$ cat src/rtl/sqvg_pkg.sv
package sqvg_pkg;

  localparam int DATA_W           = 32;
  localparam int FRAC_BITS_DEF    = 16;
  localparam int CORDIC_STEPS_DEF = 18;
  localparam int MAX_STEPS        = 30;
  localparam int TURN_W           = 32;
  localparam int TRIG_W           = 32;

  // Inverse CORDIC gain (1/K), Q2.30
  localparam logic signed [TRIG_W-1:0] CORDIC_K = 32'sd652032874;

  // floor(u / 45) for 32-bit unsigned u: (u * DIV45_M) >> DIV45_SH
  localparam logic [32:0] DIV45_M  = 33'd6108397933;
  localparam int          DIV45_SH = 38;
  localparam int          QU_W     = 27;
  // 2^31 = 45 * OFS_Q + OFS_R
  localparam logic [QU_W-1:0] OFS_Q = 27'd47721858;
  localparam logic [5:0]      OFS_R = 6'd38;
  localparam logic [5:0]      DIV_N = 6'd45;

  typedef logic [1:0] corner_t;
  localparam corner_t LAST_CORNER = 2'd3;

  typedef enum logic [1:0] {
    QUAD_0 = 2'd0,
    QUAD_1 = 2'd1,
    QUAD_2 = 2'd2,
    QUAD_3 = 2'd3
  } quad_t;

  // atan(2^-i) as a binary angle, full turn = 2^32
  function automatic logic [TURN_W-1:0] atan_turn(input int i);
    logic [TURN_W-1:0] v;
    unique case (i)
      0:  v = 32'd536870912;
      1:  v = 32'd316933406;
      2:  v = 32'd167458907;
      3:  v = 32'd85004756;
      4:  v = 32'd42667331;
      5:  v = 32'd21354465;
      6:  v = 32'd10679838;
      7:  v = 32'd5340245;
      8:  v = 32'd2670163;
      9:  v = 32'd1335087;
      10: v = 32'd667544;
      11: v = 32'd333772;
      12: v = 32'd166886;
      13: v = 32'd83443;
      14: v = 32'd41722;
      15: v = 32'd20861;
      16: v = 32'd10430;
      17: v = 32'd5215;
      18: v = 32'd2608;
      19: v = 32'd1304;
      20: v = 32'd652;
      21: v = 32'd326;
      22: v = 32'd163;
      23: v = 32'd81;
      24: v = 32'd41;
      25: v = 32'd20;
      26: v = 32'd10;
      27: v = 32'd5;
      28: v = 32'd3;
      29: v = 32'd1;
      default: v = '0;
    endcase
    return v;
  endfunction

endpackage

$ cat src/rtl/sqvg_mul_q30.sv
module sqvg_mul_q30 import sqvg_pkg::*; #(
  parameter int DW = 48
) (
  input  logic                     clk,
  input  logic                     en,
  input  logic signed [DW-1:0]     d,
  input  logic signed [TRIG_W-1:0] t,
  output logic signed [DW:0]       p
);

  localparam int MW = DW - 1;      // |d| magnitude bits
  localparam int HW = MW - 24 + TRIG_W;

  logic [MW-1:0]     m;
  logic [TRIG_W-1:0] n;
  logic [HW-1:0]     hi_r;
  logic [55:0]       lo_r;
  logic              neg_r;
  logic [56:0]       low;
  logic [DW-1:0]     mag;

  assign m = d[DW-1] ? MW'(-d) : MW'(d);
  assign n = t[TRIG_W-1] ? TRIG_W'(-t) : TRIG_W'(t);

  // split product: upper part of |d| and low 24 bits
  always_ff @(posedge clk) begin
    if (en) begin
      hi_r  <= HW'(m[MW-1:24]) * HW'(n);
      lo_r  <= 56'(m[23:0]) * 56'(n);
      neg_r <= d[DW-1] ^ t[TRIG_W-1];
    end
  end

  assign low = {27'(hi_r[5:0]), 24'b0} + 57'(lo_r) + (57'd1 << 29);
  assign mag = DW'(hi_r >> 6) + DW'(low >> 30);

  always_ff @(posedge clk) begin
    if (en) begin
      p <= neg_r ? -signed'({1'b0, mag}) : signed'({1'b0, mag});
    end
  end

endmodule

$ cat config.mk
export PLATFORM = sky130hd
export DESIGN_NAME = sqvg_mul_q30
export DESIGN_NICKNAME = d
export VERILOG_FILES = /design/src/rtl/sqvg_pkg.sv /design/src/rtl/sqvg_mul_q30.sv
export SDC_FILE = /design/constraint.sdc
export NUM_CORES = 2
export LEC_CHECK = 0
export ABC_AREA = 1
export BUFFER_PORTS_ARGS = -buffer_cell sky130_fd_sc_hd__buf_2
export CORE_UTILIZATION = 50
export CTS_BUF_LIST = sky130_fd_sc_hd__clkbuf_16
export DETAILED_ROUTE_END_ITERATION = 8
export MAX_ROUTING_LAYER = met4
export PLACE_DENSITY = 0.74
export SKIP_LAST_GASP = 1
export SLEW_MARGIN = 30
export SYNTH_ARGS = -nofsm -noshare
export SYNTH_HDL_FRONTEND = slang
export SYNTH_SLANG_ARGS = --single-unit
$ cat constraint.sdc
create_clock -name clk -period 25.8 [get_ports clk]
set_input_delay 2.58 -clock clk [delete_from_list [all_inputs] [get_ports clk]]
set_output_delay 2.58 -clock clk [all_outputs]
set_load 0.03 [all_outputs]
Word-level counts from Yosys, hierarchy flattened
Cells that the tools add are included.
- bits in registers: 160
- output and inout port bits: 49
- multiplexer cells: 3
- bitwise gates (word level): 1
- multipliers: 2
- add/sub/neg operators: 6
- operator list (operator ; count):
    $add A30 B56 Y57 ; 1
    $add A57 B30 Y57 const B ; 1
    $mul A24 B32 Y56 ; 1
    $mul A23 B32 Y54 ; 1
    $neg A48 Y49 ; 1
    $add A48 B27 Y48 ; 1
    $mux W48 ; 1
    $mux W47 ; 1
    $neg A47 Y47 ; 1
    $mux W32 ; 1
    $neg A32 Y32 ; 1
    $xor A1 B1 Y1 ; 1

Logic depth before layout (Yosys ltp)
- depth in word-level cells: 5
- mapped depth: 44
- depth with buffers taken out: 41

Worst setup path after synthesis
OpenSTA, ideal clock, no wires.
- kind: input-to-reg
- from: input t[0]
- to: register hi_r[52], data pin
- data arrival time: 10.242 ns
- stages: 38
- slack: 15.296 ns
- library setup time: 0.262 ns
- path through: clkinv_1 clkbuf_1 ha_1 inv_1 nor3_2 nand3_1 nor3_2 nand2_1 nor2_1 nand2_1 o21ai_1 xor2_1 inv_2 clkbuf_1 nand2_1 fa_1 inv_1 fa_1 (+2 left out) inv_1 fa_1 fa_1 fa_1 inv_1 fa_1 inv_1 ha_1 nand2_1 nor2_1 nand2_1 nor4_1 nand3_1 nand3_1 a21oi_1 o21ai_0 a21oi_1 xor2_1
- word-level cells in the longest chain between the ends: 3
- RTL lines (item ; line ; RTL):
    start, declared ; sqvg_mul_q30.sv:7 ; input logic signed [TRIG_W-1:0] t,
    $neg A32 Y32 ; sqvg_mul_q30.sv:23 ; assign n = t[TRIG_W-1] ? TRIG_W'(-t) : TRIG_W'(t);
    $mux W32 * ; sqvg_mul_q30.sv:23 ;
    $mul A23 B32 Y54 * ; sqvg_mul_q30.sv:28 ; hi_r <= HW'(m[MW-1:24]) * HW'(n);
    end signal, assigned ; sqvg_mul_q30.sv:28 ;
    end, declared ; sqvg_mul_q30.sv:16 ; logic [HW-1:0] hi_r;
Every way passes the cells marked *; elsewhere a longest branch is shown, timed or not.
A chain may end at the register's enable or synchronous reset.

Worst setup path after layout
- from: input t[0]
- to: register hi_r[41], data pin
Same word-level chain as after synthesis.

==> metrics <==
period utilisation layout=between 40% and 50%; Clock Path Buffers=2; top cells by count, synth=1923 x nand2_1, 1922 x inv_1, 1284 x fa_1; Iteration-0 DRC Markers=4802; Slew @ Worst Pin=approximately 1.1 ns; worst path required time=between 20 and 30 ns; final worst slack=around 13 ns; Vias/cell=between 5 and 6; Final min period=about 12 ns; mean routed wirelength per cell=between 20 and 25 um; Yosys top cell area share=between 40% and 50%; slew margin rel.=between 20% and 30%; yosys warns=0; fin. max-slew vios=0; CP max-delay cell=inv_4; Setup Fix Bufs, Post-CTS=0; Post-CTS Hold Buffers=0; status=finished clean; TritonRoute pass-1 iters=9; CTS tree=yes; final setup vio count=0; post-synthesis cell count=7731; TritonCTS sink count=~140; Synth area leaders=fa_1 43%, nand2_1 12%, inv_1 12%; syn_nets=roughly 9500; Buf+Inv Stages, Crit Path=11; Worst path max stage delay=0.79 ns; Post-CTS Resized=0; Yosys cell types=between 60 and 70; gr ovfl total=0; Placed Area=between 60000 and 70000 um^2; pre-CTS WS=13.24 ns; Seq/Total Area, Yosys=roughly 6.9%; Synth area leader=fa_1; Site Rows=126; Mapped Area=~60000 um^2; CP max FO=37; final WL=204.8 mm; IO Pins=between 100 and 150; # fillers=between 10000 and 15000; GRT Util Overall=roughly 36%; CP arrival=approximately 13 ns; clock slew seen by the registers of the worst setup and hold paths=0.06 ns; Worst-Skew Late Latency=0.46 ns; # H-tree levels=4; Post-Syn Area per Cell=7.707 um^2; Initial Util=50.46%; Die Y=around 350 um; Placeable Area=118100 um^2; CP top delay family=adder cells; final net count=~9500; die footprint=120500 um^2; Most used DFF post-synth=edfxtp_1; most common cell in the netlist=nand2_1; port bufs=130; first-pass GRT wire length=317.5 mm; Min-Delay Path Class=register to register; die width=between 300 and 400 um; antenna violations before repair=7; DRC Markers=0; largest net degree at the start of global routing=71; via count=just over 50000; Critical Path Source Type=input pin; Final ANT Viol Nets=0; fmax=approximately 81 MHz; Post-synth EDFFs=136; worst setup path category=input pin to register; Synth-to-Final Area Change=4.706%; Root Buffer=clkbuf_16; asr flop ratio synth=0%; DP HPWL=between 150 and 200 mm; CP Capture Type=register; final instance area=62390 um^2; number of global-route vias before repair=around 55000; Yosys reg bits=136; layout cell share with drive strength beyond 1=under 10%; unrepaired setup endpoints after global routing=no; global placement routability congestion=between 1 and 1.5; Total Neg Setup Slack=0 ns; TritonCTS buffer count=17; final hold vios=0; skew final=between 0.01 and 0.015 ns; Max-cap violations=0
[per-layer routing]
metal	vias to the layer above	global-route usage [%]	wire length, um
met3	753	6.595	20240
met5	-	-	0
met4	0	20.46	14280
met1	25641	42.71	74840
met2	2731	57.82	95410
li1	22400	-	-
[cells by family (layout without fill, tap and decap cells)]
family | Yosys count | count (layout) | synth area share, %
AND/OR/NAND/NOR | 3143 | 3143 | 21.34
adder cells (fa/ha/maj) | 1678 | 1678 | 51.42
flip-flops | 136 | 136 | 6.854
AO/OA/AOI/OAI | 381 | 381 | 3.604
XOR/XNOR | 168 | 168 | 2.495
buffers and inverters | 2225 | 2203 | 14.30
other | 0 | 6 | 0
[through the flow]
step | hold slack [ns] | utilization [%] | instances
after floorplan | 0.5700 | - | 7731
after CTS | 0.7688 | 52.82 | 9245
after global routing | 0.7607 | 52.83 | 9250
after global placement | 0.7565 | 52.28 | 9213
after detailed placement | 0.7503 | 52.28 | 9213
final | 0.7625 | 52.83 | 9251
[worst register-to-register path: cells and delay by family, from the launching register on]
kind	cells	cell delay (ns)
and+or+nand+nor	20	3.94
adders and majority gates	3	1.03
xor gates and xnor gates	1	0.18
DFF	1	0.35
buffers and inverters	5	0.37
AOI/OAI and AO/OA	2	0.39
[final cells by class]
type                       instances  area (um^2)  share of cell area (%)
antenna                            6        15.01                 0.02407
clock buffer                      17        425.4                  0.6819
clock inverter                    15        211.5                  0.3389
inverter                        1955         7341                   11.77
multi-input combinational       5370        47090                   75.47
sequential                       136         4084                   6.546
tap                             1536         1922                   3.081
timing repair buffer             216         1303                   2.088
[sequential cells by signal, summed over array words and instances (netlist names)]
| register | count |
|---|---|
| lo_r | 32 |
| hi_r | 54 |
| neg_r | 1 |
| p | 49 |
[cells in the final DEF (no fill, tap or decap), types with 6 or more instances in the layout]
cell type  Yosys  layout
nand2_2       22      25
edfxtp_1     136     136
clkbuf_16      0      17
buf_4          4      86
fa_1        1284    1284
xor2_1       124     114
o31ai_1        9       9
o21bai_1       9       9
nor3_2         7       7
nor2_2         8       8
xnor2_1       42      42
a21o_1        15      15
nand3b_1      14      14
nand4_1       65      65
inv_1       1922    1920
xor2_2         1      10
nand2_1     1923    1920
a21oi_1      177     177
or2_2         26      26
nor2_1       825     825
o21ai_0      104     103
inv_6          0       6
buf_2         61     129
diode_2        0       6
a31oi_1       14      14
o21a_1        16      16
ha_1         394     394
nand3_1      157     157
nor3_1        47      47
nor4_1        22      22
clkinv_1      19      19
inv_2         14      15
[final timing paths]
kind                            endpoint    start  slack, ns  cells past startpoint
worst min-delay path                p[0]  hi_r[6]       0.76                      1
worst max-delay path            hi_r[41]     t[0]      13.49                     37
worst max register to register     p[48]  hi_r[5]      19.29                     31
worst min register to register      p[0]  hi_r[6]       0.76                      1
Power is left out: the tool's default activity adds up to more than one toggle a clock period on the data nets, which glitch-free logic cannot reach.
